[config.mk]
export PLATFORM = sky130hd
export DESIGN_NAME = joystick_tilt_servo_smoother
export DESIGN_NICKNAME = d
export VERILOG_FILES = /design/src/design/jtss_pkg.sv /design/src/design/jtss_front.sv /design/src/design/jtss_queue.sv /design/src/design/jtss_back.sv /design/src/design/joystick_tilt_servo_smoother.sv
export SDC_FILE = /design/constraint.sdc
export NUM_CORES = 2
export LEC_CHECK = 0
export ABC_AREA = 0
export BUFFER_PORTS_ARGS = -buffer_cell sky130_fd_sc_hd__buf_4
export CAP_MARGIN = 20
export CORE_MARGIN = 4
export CORE_UTILIZATION = 39
export CTS_CLUSTER_SIZE = 24
export DETAILED_ROUTE_END_ITERATION = 7
export GPL_TIMING_DRIVEN = 1
export PLACE_DENSITY = 0.55
export SYNTH_ARGS = -nofsm -noshare
export SYNTH_HDL_FRONTEND = slang
export SYNTH_HIERARCHICAL = 1
export SYNTH_SLANG_ARGS = --single-unit
[constraint.sdc]
create_clock -name i_clk -period 12.96 [get_ports i_clk]
set_input_delay 2.592 -clock i_clk [delete_from_list [all_inputs] [get_ports i_clk]]
set_output_delay 2.592 -clock i_clk [all_outputs]
set_load 0.1 [all_outputs]
[src/design/jtss_pkg.sv]
// Package for the joystick / tilt servo smoother.
// Holds the item types, the sequencer states, the arithmetic constants and the
// arctangent table. It depends on nothing.
package jtss_pkg;

    // Servo range and filter format.
    localparam int ANGLE_TOP        = 180;
    localparam int FILTER_FRAC_BITS = 8;
    localparam int FILT_W           = 8 + FILTER_FRAC_BITS;
    localparam int WEIGHT_ONE       = 256;
    localparam int WEIGHT_FRAC      = 8;

    // Square root over (ay*ay + az*az) * 2^16, at most 37 bits.
    localparam int ROOT_W       = 40;
    localparam int ROOT_TOP_BIT = 38;
    localparam int SQRT_ITERS   = ROOT_TOP_BIT / 2 + 1;

    // Vectoring rotation datapath.
    localparam int CORDIC_STEPS = 16;
    localparam int TABLE_LEN    = 24;
    localparam int CORD_W       = 24;
    localparam int Z_W          = 25;
    localparam int Z_FRAC       = 16;
    localparam int CNT_W        = 5;

    // Division by 180 is done as a shift by two and a division by 45.
    localparam int DIV45_MUL   = 1457;
    localparam int DIV45_SHIFT = 16;
    localparam int DIV45       = 45;

    // Arctangent of 2^-i in degrees, Q6.16, rounded to nearest.
    localparam logic [21:0] ATAN_TAB [0:TABLE_LEN-1] = '{
        22'd2949120, 22'd1740967, 22'd919879, 22'd466945, 22'd234379, 22'd117304,
        22'd58666,   22'd29335,   22'd14668,  22'd7334,   22'd3667,   22'd1833,
        22'd917,     22'd458,     22'd229,    22'd115,    22'd57,     22'd29,
        22'd14,      22'd7,       22'd4,      22'd2,      22'd1,      22'd0
    };

    // Configuration register indexes.
    localparam logic [1:0] CFG_CENTER_X = 2'd0;
    localparam logic [1:0] CFG_CENTER_Y = 2'd1;
    localparam logic [1:0] CFG_DEADBAND = 2'd2;
    localparam logic [1:0] CFG_WEIGHT   = 2'd3;

    typedef struct packed {
        logic [7:0] joy_x;
        logic [7:0] joy_y;
        logic [9:0] accel_x;
        logic [9:0] accel_y;
        logic [9:0] accel_z;
        logic       button_c;
        logic       button_z;
    } t_in_item;

    typedef struct packed {
        logic [7:0] angle_one;
        logic [7:0] angle_two;
        logic [7:0] angle_three;
        logic       magnet_on;
    } t_out_item;

    // A classified sample as it waits between the front and the back.
    typedef struct packed {
        logic       tilt;
        logic [7:0] target_one;
        logic [7:0] target_two;
        logic [9:0] accel_x;
        logic [9:0] accel_y;
        logic [9:0] accel_z;
        logic       button_z;
    } t_job;

    typedef enum logic [2:0] {
        S_IDLE,
        S_SQUARE,
        S_ROOT,
        S_CORDIC,
        S_SCALE,
        S_RECIP,
        S_FIX,
        S_FILTER
    } t_back_state;

endpackage

[src/design/jtss_front.sv]
// Front of the smoother: classifies a sample and works out the stick targets.
// Uses the item and job types from jtss_pkg.
module jtss_front (
    input  jtss_pkg::t_in_item i_item,
    input  logic [7:0]         i_center_x,
    input  logic [7:0]         i_center_y,
    input  logic [7:0]         i_deadband,
    output jtss_pkg::t_job     o_job
);
    import jtss_pkg::*;

    // Snap to centre inside the deadband, then scale v*ANGLE_TOP/255.
    // x/255 equals (x + (x >> 8) + 1) >> 8 for every x below 65280.
    function automatic logic [7:0] stick_target(input logic [7:0] v, input logic [7:0] c,
                                                input logic [7:0] db);
        logic [7:0]  offset;
        logic [7:0]  val;
        logic [15:0] prod;
        logic [16:0] sum;
        offset = (v >= c) ? (v - c) : (c - v);
        val    = (offset < db) ? c : v;
        prod   = val * 16'(ANGLE_TOP);
        sum    = {1'b0, prod} + {9'd0, prod[15:8]} + 17'd1;
        return sum[15:8];
    endfunction

    always_comb begin
        o_job.tilt       = i_item.button_c;
        o_job.target_one = stick_target(i_item.joy_x, i_center_x, i_deadband);
        o_job.target_two = stick_target(i_item.joy_y, i_center_y, i_deadband);
        o_job.accel_x    = i_item.accel_x;
        o_job.accel_y    = i_item.accel_y;
        o_job.accel_z    = i_item.accel_z;
        o_job.button_z   = i_item.button_z;
    end

endmodule

[src/design/jtss_queue.sv]
// Two-entry job queue between the front and the back of the smoother.
// Uses the job type from jtss_pkg.
module jtss_queue (
    input  logic           i_clk,
    input  logic           i_rst_n,
    input  logic           i_push,
    input  jtss_pkg::t_job i_job,
    output logic           o_full,
    input  logic           i_pop,
    output jtss_pkg::t_job o_job,
    output logic           o_empty
);
    import jtss_pkg::*;

    t_job       r_mem [0:1];
    logic       r_wr_ptr;
    logic       r_rd_ptr;
    logic [1:0] r_count;
    logic       wr_en;
    logic       rd_en;

    assign o_full  = (r_count == 2'd2);
    assign o_empty = (r_count == 2'd0);
    assign wr_en   = i_push && !o_full;
    assign rd_en   = i_pop && !o_empty;
    assign o_job   = r_mem[r_rd_ptr];

    // Storage needs no reset.
    always_ff @(posedge i_clk) begin
        if (wr_en) begin
            r_mem[r_wr_ptr] <= i_job;
        end
    end

    // Pointers and fill count.
    always_ff @(posedge i_clk) begin
        if (!i_rst_n) begin
            r_wr_ptr <= 1'b0;
            r_rd_ptr <= 1'b0;
            r_count  <= 2'd0;
        end else begin
            if (wr_en) begin
                r_wr_ptr <= !r_wr_ptr;
            end
            if (rd_en) begin
                r_rd_ptr <= !r_rd_ptr;
            end
            r_count <= r_count + {1'b0, wr_en} - {1'b0, rd_en};
        end
    end

endmodule

[src/design/jtss_back.sv]
// Back of the smoother: pitch by square root and rotation, then the three filters.
// Uses the job, result, state types and constants from jtss_pkg.
module jtss_back (
    input  logic                i_clk,
    input  logic                i_rst_n,
    input  logic [8:0]          i_weight,
    input  jtss_pkg::t_job      i_job,
    input  logic                i_job_empty,
    output logic                o_job_pop,
    output jtss_pkg::t_out_item o_result,
    output logic                o_empty,
    input  logic                i_pop
);
    import jtss_pkg::*;

    localparam int DIFF_W = FILT_W + 2;
    localparam int PROD_W = DIFF_W + 10;
    localparam logic [FILT_W-1:0] FILT_RESET = FILT_W'(90 << FILTER_FRAC_BITS);

    t_back_state         r_state, n_state;
    logic                r_res_valid, n_res_valid;
    t_out_item           r_res, n_res;
    logic [FILT_W-1:0]   r_f1, n_f1, r_f2, n_f2, r_f3, n_f3;
    t_job                r_job, n_job;
    logic [ROOT_W-1:0]   r_rem, n_rem, r_root, n_root, r_bit, n_bit;
    logic [CNT_W-1:0]    r_cnt, n_cnt;
    logic signed [CORD_W-1:0] r_cx, n_cx, r_cy, n_cy;
    logic signed [Z_W-1:0]    r_cz, n_cz;
    logic [7:0]          r_p, n_p;
    logic [13:0]         r_sx, n_sx;
    logic [7:0]          r_est, n_est;
    logic [7:0]          r_t1, n_t1, r_t2, n_t2, r_t3, n_t3;

    logic [19:0]         sq_y, sq_z;
    logic [ROOT_W-1:0]   trial;
    logic signed [CORD_W-1:0] sh_x, sh_y;
    logic signed [Z_W-1:0]    atan_z, z_abs;
    logic [8:0]          deg;
    logic [15:0]         p_scaled;
    logic [24:0]         recip;
    logic [13:0]         back_mul;
    logic [7:0]          fixed;
    logic [8:0]          w_eff;

    // One filter step: f += floor(w * (t*2^FRAC - f) / 256), saturated.
    function automatic logic [FILT_W-1:0] filt_next(input logic [FILT_W-1:0] f,
                                                    input logic [7:0] t,
                                                    input logic [8:0] w);
        logic signed [DIFF_W-1:0] diff;
        logic signed [PROD_W-1:0] prod;
        logic signed [PROD_W-1:0] sum;
        diff = signed'({2'b00, t, {FILTER_FRAC_BITS{1'b0}}}) - signed'({2'b00, f});
        prod = signed'({1'b0, w}) * diff;
        sum  = signed'(PROD_W'(f)) + (prod >>> WEIGHT_FRAC);
        if (sum < 0) begin
            return '0;
        end else if (sum > signed'(PROD_W'({FILT_W{1'b1}}))) begin
            return '1;
        end
        return sum[FILT_W-1:0];
    endfunction

    assign o_job_pop = (r_state == S_IDLE) && !i_job_empty;
    assign o_result  = r_res;
    assign o_empty   = !r_res_valid;
    assign w_eff     = (i_weight > 9'(WEIGHT_ONE)) ? 9'(WEIGHT_ONE) : i_weight;

    // Sequencer: next state and datapath values.
    always_comb begin
        n_state     = r_state;
        n_res_valid = r_res_valid && !i_pop;
        n_res       = r_res;
        n_f1        = r_f1;
        n_f2        = r_f2;
        n_f3        = r_f3;
        n_job       = r_job;
        n_rem       = r_rem;
        n_root      = r_root;
        n_bit       = r_bit;
        n_cnt       = r_cnt;
        n_cx        = r_cx;
        n_cy        = r_cy;
        n_cz        = r_cz;
        n_p         = r_p;
        n_sx        = r_sx;
        n_est       = r_est;
        n_t1        = r_t1;
        n_t2        = r_t2;
        n_t3        = r_t3;

        sq_y     = r_job.accel_y * r_job.accel_y;
        sq_z     = r_job.accel_z * r_job.accel_z;
        trial    = r_root + r_bit;
        sh_x     = r_cx >>> r_cnt;
        sh_y     = r_cy >>> r_cnt;
        atan_z   = signed'(Z_W'(ATAN_TAB[r_cnt]));
        z_abs    = '0;
        deg      = '0;
        p_scaled = r_p * 16'(ANGLE_TOP);
        recip    = r_sx * 25'(DIV45_MUL);
        back_mul = r_est * 14'(DIV45);
        fixed    = (back_mul > r_sx) ? (r_est - 8'd1) : r_est;

        case (r_state)
            S_IDLE: begin
                if (!i_job_empty) begin
                    n_job = i_job;
                    n_t1  = r_f1[FILT_W-1:FILTER_FRAC_BITS];
                    n_t2  = r_f2[FILT_W-1:FILTER_FRAC_BITS];
                    n_t3  = r_f3[FILT_W-1:FILTER_FRAC_BITS];
                    if (!i_job.tilt) begin
                        n_t1    = i_job.target_one;
                        n_t2    = i_job.target_two;
                        n_state = S_FILTER;
                    end else if (i_job.accel_x == '0) begin
                        // No forward tilt: the pitch is level.
                        n_p     = 8'd90;
                        n_state = S_SCALE;
                    end else begin
                        n_state = S_SQUARE;
                    end
                end
            end
            S_SQUARE: begin
                n_rem   = ROOT_W'({1'b0, sq_y} + {1'b0, sq_z}) << 16;
                n_root  = '0;
                n_bit   = ROOT_W'(1) << ROOT_TOP_BIT;
                n_cnt   = '0;
                n_state = S_ROOT;
            end
            S_ROOT: begin
                // One bit of the integer square root per cycle.
                if (r_rem >= trial) begin
                    n_rem  = r_rem - trial;
                    n_root = (r_root >> 1) + r_bit;
                end else begin
                    n_root = r_root >> 1;
                end
                n_bit = r_bit >> 2;
                n_cnt = r_cnt + CNT_W'(1);
                if (r_cnt == CNT_W'(SQRT_ITERS - 1)) begin
                    n_cnt = '0;
                    if (n_root == '0) begin
                        // Stick-free vertical: pitch is straight down.
                        n_p     = 8'd0;
                        n_state = S_SCALE;
                    end else begin
                        n_cx    = signed'(n_root[CORD_W-1:0]);
                        n_cy    = -signed'(CORD_W'({r_job.accel_x, 8'd0}));
                        n_cz    = '0;
                        n_state = S_CORDIC;
                    end
                end
            end
            S_CORDIC: begin
                // One vectoring rotation per cycle toward the x axis.
                if (r_cy > 0) begin
                    n_cx = r_cx + sh_y;
                    n_cy = r_cy - sh_x;
                    n_cz = r_cz + atan_z;
                end else begin
                    n_cx = r_cx - sh_y;
                    n_cy = r_cy + sh_x;
                    n_cz = r_cz - atan_z;
                end
                n_cnt = r_cnt + CNT_W'(1);
                if (r_cnt == CNT_W'(CORDIC_STEPS - 1)) begin
                    // Truncate toward zero, clamp to +-90, shift onto 0..180.
                    z_abs = (n_cz < 0) ? -n_cz : n_cz;
                    deg   = z_abs[Z_W-1:Z_FRAC];
                    if (deg > 9'd90) begin
                        deg = 9'd90;
                    end
                    n_p     = (n_cz < 0) ? (8'd90 - deg[7:0]) : (8'd90 + deg[7:0]);
                    n_cnt   = '0;
                    n_state = S_SCALE;
                end
            end
            S_SCALE: begin
                n_sx    = p_scaled[15:2];
                n_state = S_RECIP;
            end
            S_RECIP: begin
                n_est   = recip[DIV45_SHIFT+7:DIV45_SHIFT];
                n_state = S_FIX;
            end
            S_FIX: begin
                // The reciprocal estimate is at most one too high.
                n_t3    = (fixed > 8'(ANGLE_TOP)) ? 8'(ANGLE_TOP) : fixed;
                n_state = S_FILTER;
            end
            S_FILTER: begin
                // Update the filters only once the result slot is free.
                if (!r_res_valid || i_pop) begin
                    n_f1              = filt_next(r_f1, r_t1, w_eff);
                    n_f2              = filt_next(r_f2, r_t2, w_eff);
                    n_f3              = filt_next(r_f3, r_t3, w_eff);
                    n_res.angle_one   = n_f1[FILT_W-1:FILTER_FRAC_BITS];
                    n_res.angle_two   = n_f2[FILT_W-1:FILTER_FRAC_BITS];
                    n_res.angle_three = n_f3[FILT_W-1:FILTER_FRAC_BITS];
                    n_res.magnet_on   = r_job.button_z;
                    n_res_valid       = 1'b1;
                    n_state           = S_IDLE;
                end
            end
            default: begin
                n_state = S_IDLE;
            end
        endcase
    end

    // State, result flag and filter state.
    always_ff @(posedge i_clk) begin
        if (!i_rst_n) begin
            r_state     <= S_IDLE;
            r_res_valid <= 1'b0;
            r_f1        <= FILT_RESET;
            r_f2        <= FILT_RESET;
            r_f3        <= FILT_RESET;
        end else begin
            r_state     <= n_state;
            r_res_valid <= n_res_valid;
            r_f1        <= n_f1;
            r_f2        <= n_f2;
            r_f3        <= n_f3;
        end
    end

    // Working registers.
    always_ff @(posedge i_clk) begin
        r_res  <= n_res;
        r_job  <= n_job;
        r_rem  <= n_rem;
        r_root <= n_root;
        r_bit  <= n_bit;
        r_cnt  <= n_cnt;
        r_cx   <= n_cx;
        r_cy   <= n_cy;
        r_cz   <= n_cz;
        r_p    <= n_p;
        r_sx   <= n_sx;
        r_est  <= n_est;
        r_t1   <= n_t1;
        r_t2   <= n_t2;
        r_t3   <= n_t3;
    end

endmodule

[src/design/joystick_tilt_servo_smoother.sv]
// Top level of the joystick / tilt servo smoother.
// Instantiates jtss_front, jtss_queue and jtss_back; types come from jtss_pkg.
//
// Each controller sample pushed in gives exactly one result of three smoothed
// servo angles and the magnet bit, in order. The front classifies a sample and
// computes the stick targets in the cycle it is accepted, and a two-entry queue
// holds it until the back sequencer is free. In the back a joystick sample goes
// straight to filtering; a tilt sample first squares the readings, then runs the
// bit-per-cycle square root, the rotation, and the scaling and filtering, all on
// one shared sequencer. A tilt sample with no forward component skips the root
// and the rotation. The result waits in an output register, so the back goes on
// with the next queued sample, up to its filter step, while it is not taken.
// Configuration writes are always ready; the user must make them only while the
// block is idle, which the block itself does not enforce.
module joystick_tilt_servo_smoother (
    input  logic                i_clk,
    input  logic                i_rst_n,
    input  logic                push,
    input  jtss_pkg::t_in_item  i_item,
    output logic                full,
    output logic                empty,
    input  logic                pop,
    output jtss_pkg::t_out_item o_result,
    input  logic                i_cfg_valid,
    output logic                o_cfg_ready,
    input  logic [1:0]          i_cfg_index,
    input  logic [8:0]          i_cfg_data
);
    import jtss_pkg::*;

    logic [7:0] r_center_x;
    logic [7:0] r_center_y;
    logic [7:0] r_deadband;
    logic [8:0] r_weight;
    t_job       front_job;
    t_job       queue_job;
    logic       queue_empty;
    logic       queue_pop;

    assign o_cfg_ready = 1'b1;

    // Configuration registers.
    always_ff @(posedge i_clk) begin
        if (!i_rst_n) begin
            r_center_x <= 8'd128;
            r_center_y <= 8'd128;
            r_deadband <= 8'd10;
            r_weight   <= 9'd64;
        end else if (i_cfg_valid) begin
            case (i_cfg_index)
                CFG_CENTER_X: r_center_x <= i_cfg_data[7:0];
                CFG_CENTER_Y: r_center_y <= i_cfg_data[7:0];
                CFG_DEADBAND: r_deadband <= i_cfg_data[7:0];
                CFG_WEIGHT:   r_weight   <= i_cfg_data;
                default: begin
                end
            endcase
        end
    end

    jtss_front u_front (
        .i_item     (i_item),
        .i_center_x (r_center_x),
        .i_center_y (r_center_y),
        .i_deadband (r_deadband),
        .o_job      (front_job)
    );

    jtss_queue u_queue (
        .i_clk   (i_clk),
        .i_rst_n (i_rst_n),
        .i_push  (push),
        .i_job   (front_job),
        .o_full  (full),
        .i_pop   (queue_pop),
        .o_job   (queue_job),
        .o_empty (queue_empty)
    );

    jtss_back u_back (
        .i_clk       (i_clk),
        .i_rst_n     (i_rst_n),
        .i_weight    (r_weight),
        .i_job       (queue_job),
        .i_job_empty (queue_empty),
        .o_job_pop   (queue_pop),
        .o_result    (o_result),
        .o_empty     (empty),
        .i_pop       (pop)
    );

endmodule

==> flow_summary.json <==
{
  "status": "finished clean",
  "worst-path-buf-inv": 5,
  "grt_max_degree": 74,
  "cts_max_path_buffers": 3,
  "synth_top_area_share_pct": 18.3,
  "dieArea_um2": 175000,
  "yosysWarnings": 6,
  "grt_setup_unrepaired": "false",
  "ys_top_cells_by_count": "inv_1 (1011), ha_1 (745), nand2_1 (696)",
  "synth-seq-cells": 474,
  "postRouteAntennaNets": 0,
  "start_util_pct": 39.3,
  "worstPathRequired_ns": 13.33,
  "htree_levels": 3,
  "final-setup-viol-count": 0,
  "dr.pass1.iters": 6,
  "critPathCaptureType": "flip-flop",
  "cp_top_family": "compound AO/OA/AOI/OAI gates",
  "topRoutingLayerUsed": "met4",
  "grt_pass1_wl_mm": 279,
  "wl_met3_mm": 6.02,
  "synth_fp_nets": 8688,
  "min_period_ns": 11.27,
  "rows": 150,
  "hold_viol_final": 0,
  "cts_resized": 0,
  "drc": 0,
  "synth.avg_cell_area_um2": 9.03,
  "port_buffers": 90,
  "dr_total_vias": 50600,
  "cts_root_buf": "clkbuf_16",
  "antenna_found_initial": 8,
  "wl_met1_mm": 75.4,
  "routed_wl_mm": 172,
  "wl_met2_mm": 85.4,
  "clock-sinks": 474,
  "fin_crit_sh_pct": 86.9,
  "setup_tns_ns": 0,
  "critPathArrivalTime_ns": 11.63,
  "cts_buffers": 66,
  "synth_area_leaders": "fa_1 (18%), edfxtp_1 (18%), ha_1 (14%)",
  "drive_gt1_share_pct": 6.71,
  "synthMostInstantiatedCell": "inv_1",
  "synth_area_um2": 65700,
  "path_class": "input port to flip-flop",
  "min_path_type": "flip-flop to flip-flop",
  "num-nets-final": 8632,
  "synth_cell_types": 110,
  "synthArstFlopShare_pct": 0,
  "ys.flop_type": "edfxtp_1",
  "dieHeight_um": 418,
  "cap_violations": 0,
  "dpl.hpwl_mm": 135,
  "fmax_mhz": 88.8,
  "postCtsSetupBuffers": 0,
  "skew_ns": 0.0479,
  "track_usage_pct": 19.7,
  "grt_pass1_vias": 51400,
  "synth_edf_count": 384,
  "syn_to_final_growth_pct": 7.68,
  "synth_top_area_cell": "fa_1",
  "cpMostUsedCell": "ha_1",
  "path_clk_slew_ns": 0.06,
  "worstMarginPinSlew_ns": 1.07,
  "place.gp.congestion": 0.888,
  "max_slew_margin_pct": 28.3,
  "synth_cells": 7278,
  "cts_tree": "done",
  "max_stage_delay_ns": 0.74,
  "core_area_um2": 167000,
  "holdBufCountCts": 0,
  "ys_seq_area_share_pct": 20.3,
  "pin_count": 92,
  "post_drt_wl_per_cell_um": 18.1,
  "slowest_stage": "a221oi_1",
  "worstPathMaxFanout": 26,
  "vias_per_cell": 5.34,
  "die_x_um": 418,
  "setup.worst_path.start_class": "input port",
  "clock_latency_ns": 0.67,
  "first_iter_violations": 2958,
  "final_max_slew_viol_count": 0,
  "grt_overflow_total": 0
}
## flip-flops by register name (all words and copies together), names as in the netlist, 9 cells and up, named ones only
| name | flops |
|---|---|
| u_back/r_root | 40 |
| u_back/r_rem | 40 |
| u_back/r_bit | 20 |
| u_back/r_sx | 14 |
| u_back/r_cy | 24 |
| u_back/r_f3 | 16 |
| u_back/r_cz | 25 |
| u_back/r_cx | 24 |
| u_back/r_job | 31 |
| r_weight | 9 |
| u_back/r_f2 | 16 |
| u_back/o_result | 25 |
| u_queue/r_mem | 96 |
| u_back/r_f1 | 16 |
## cell families after synthesis
| logic type | share of synthesized area [%] |
|---|---|
| flip-flops | 20.3 |
| AO/OA/AOI/OAI | 13.2 |
| XOR/XNOR | 6.67 |
| multiplexers | 4.55 |
| other | 0.00571 |
| AND/OR/NAND/NOR | 14.9 |
| adder cells (fa/ha/maj) | 32.5 |
| buffers and inverters | 7.82 |
## worst register-to-register path: cells and delay by family, from the launching register on
family          cells  cell delay [ns]
compound gates     12             3.24
fa+ha+maj           7             2.97
simple gates       10             2.52
buf+inv             5             0.86
xor+xnor            2             0.81
flops               1             0.47
mux                 1             0.14
## path summary, 6_finish.rpt
check	from	to	slack (ns)	depth (start not counted)
worst max-delay path	i_item[40]	u_queue/r_mem[0][44]	1.69	39
worst min-delay path	u_back/r_job[0]	u_back/o_result[0]	0.43	0
worst min register to register	u_back/r_job[0]	u_back/o_result[0]	0.43	0
worst max register to register	u_back/r_f1[0]	u_back/r_f1[14]	1.89	37
## layout make-up
cell class,instances,area (µm²)
fillers,16500,96700
multi-input cells,5509,47400
flip-flops and latches,474,13300
inverters,1017,3820
well taps,2204,2760
clock buffers,84,1870
repair buffers,154,1160
clock inverters,37,463
diodes,2,5.00
## per-layer routing
metal | up-vias | GRT usage, %
li1 | 24500 | -
met1 | 25000 | 25.5
met2 | 903 | 35.0
met3 | 221 | 2.07
met4 | 0 | 5.50
met5 | - | 0
## cell usage in the layout, fill, tap and decap left out, types with 22 or more instances in the layout
master / synthesis / final
mux2i_1: 93 / 93
nor2b_1: 70 / 61
ha_1: 745 / 745
mux2_2: 68 / 68
nand2b_1: 90 / 90
o211ai_1: 29 / 29
o31ai_1: 39 / 39
nor2_1: 552 / 547
nor4_1: 28 / 28
a31oi_1: 58 / 58
or3_1: 33 / 33
a31o_2: 22 / 22
inv_1: 1011 / 1010
a21oi_1: 390 / 389
edfxtp_1: 384 / 384
fa_1: 601 / 601
nand3_1: 80 / 80
dfxtp_1: 90 / 88
buf_4: 42 / 154
and2_1: 201 / 201
nand4_1: 42 / 42
xor2_1: 179 / 179
o21bai_1: 56 / 56
and3_1: 58 / 57
a21o_1: 122 / 122
clkbuf_16: 0 / 71
a21boi_0: 34 / 34
o21a_1: 67 / 67
xnor2_1: 318 / 318
nor3_1: 124 / 123
o21ai_0: 303 / 302
nand2_1: 696 / 695
a211oi_1: 36 / 36
mux4_2: 42 / 42
## per-stage QoR
| step | utilization (%) | instances | hold slack [ns] | area [µm²] | setup slack (ns) |
|---|---|---|---|---|---|
| detailed placement | 40.9 | 9357 | 0.415 | 68400 | 1.04 |
| global route | 42.3 | 9481 | 0.431 | 70800 | 0.878 |
| finish | 42.3 | 9481 | 0.427 | 70800 | 1.69 |
| floorplan | - | 7278 | 0.400 | 65700 | 1.98 |
| CTS | 42.3 | 9478 | 0.428 | 70700 | 1.75 |
| global placement | 40.9 | 9357 | 0.409 | 68400 | 1.08 |
Power is not shown: default switching activity piles up to over one toggle a cycle in this logic, so the estimate is an artifact.
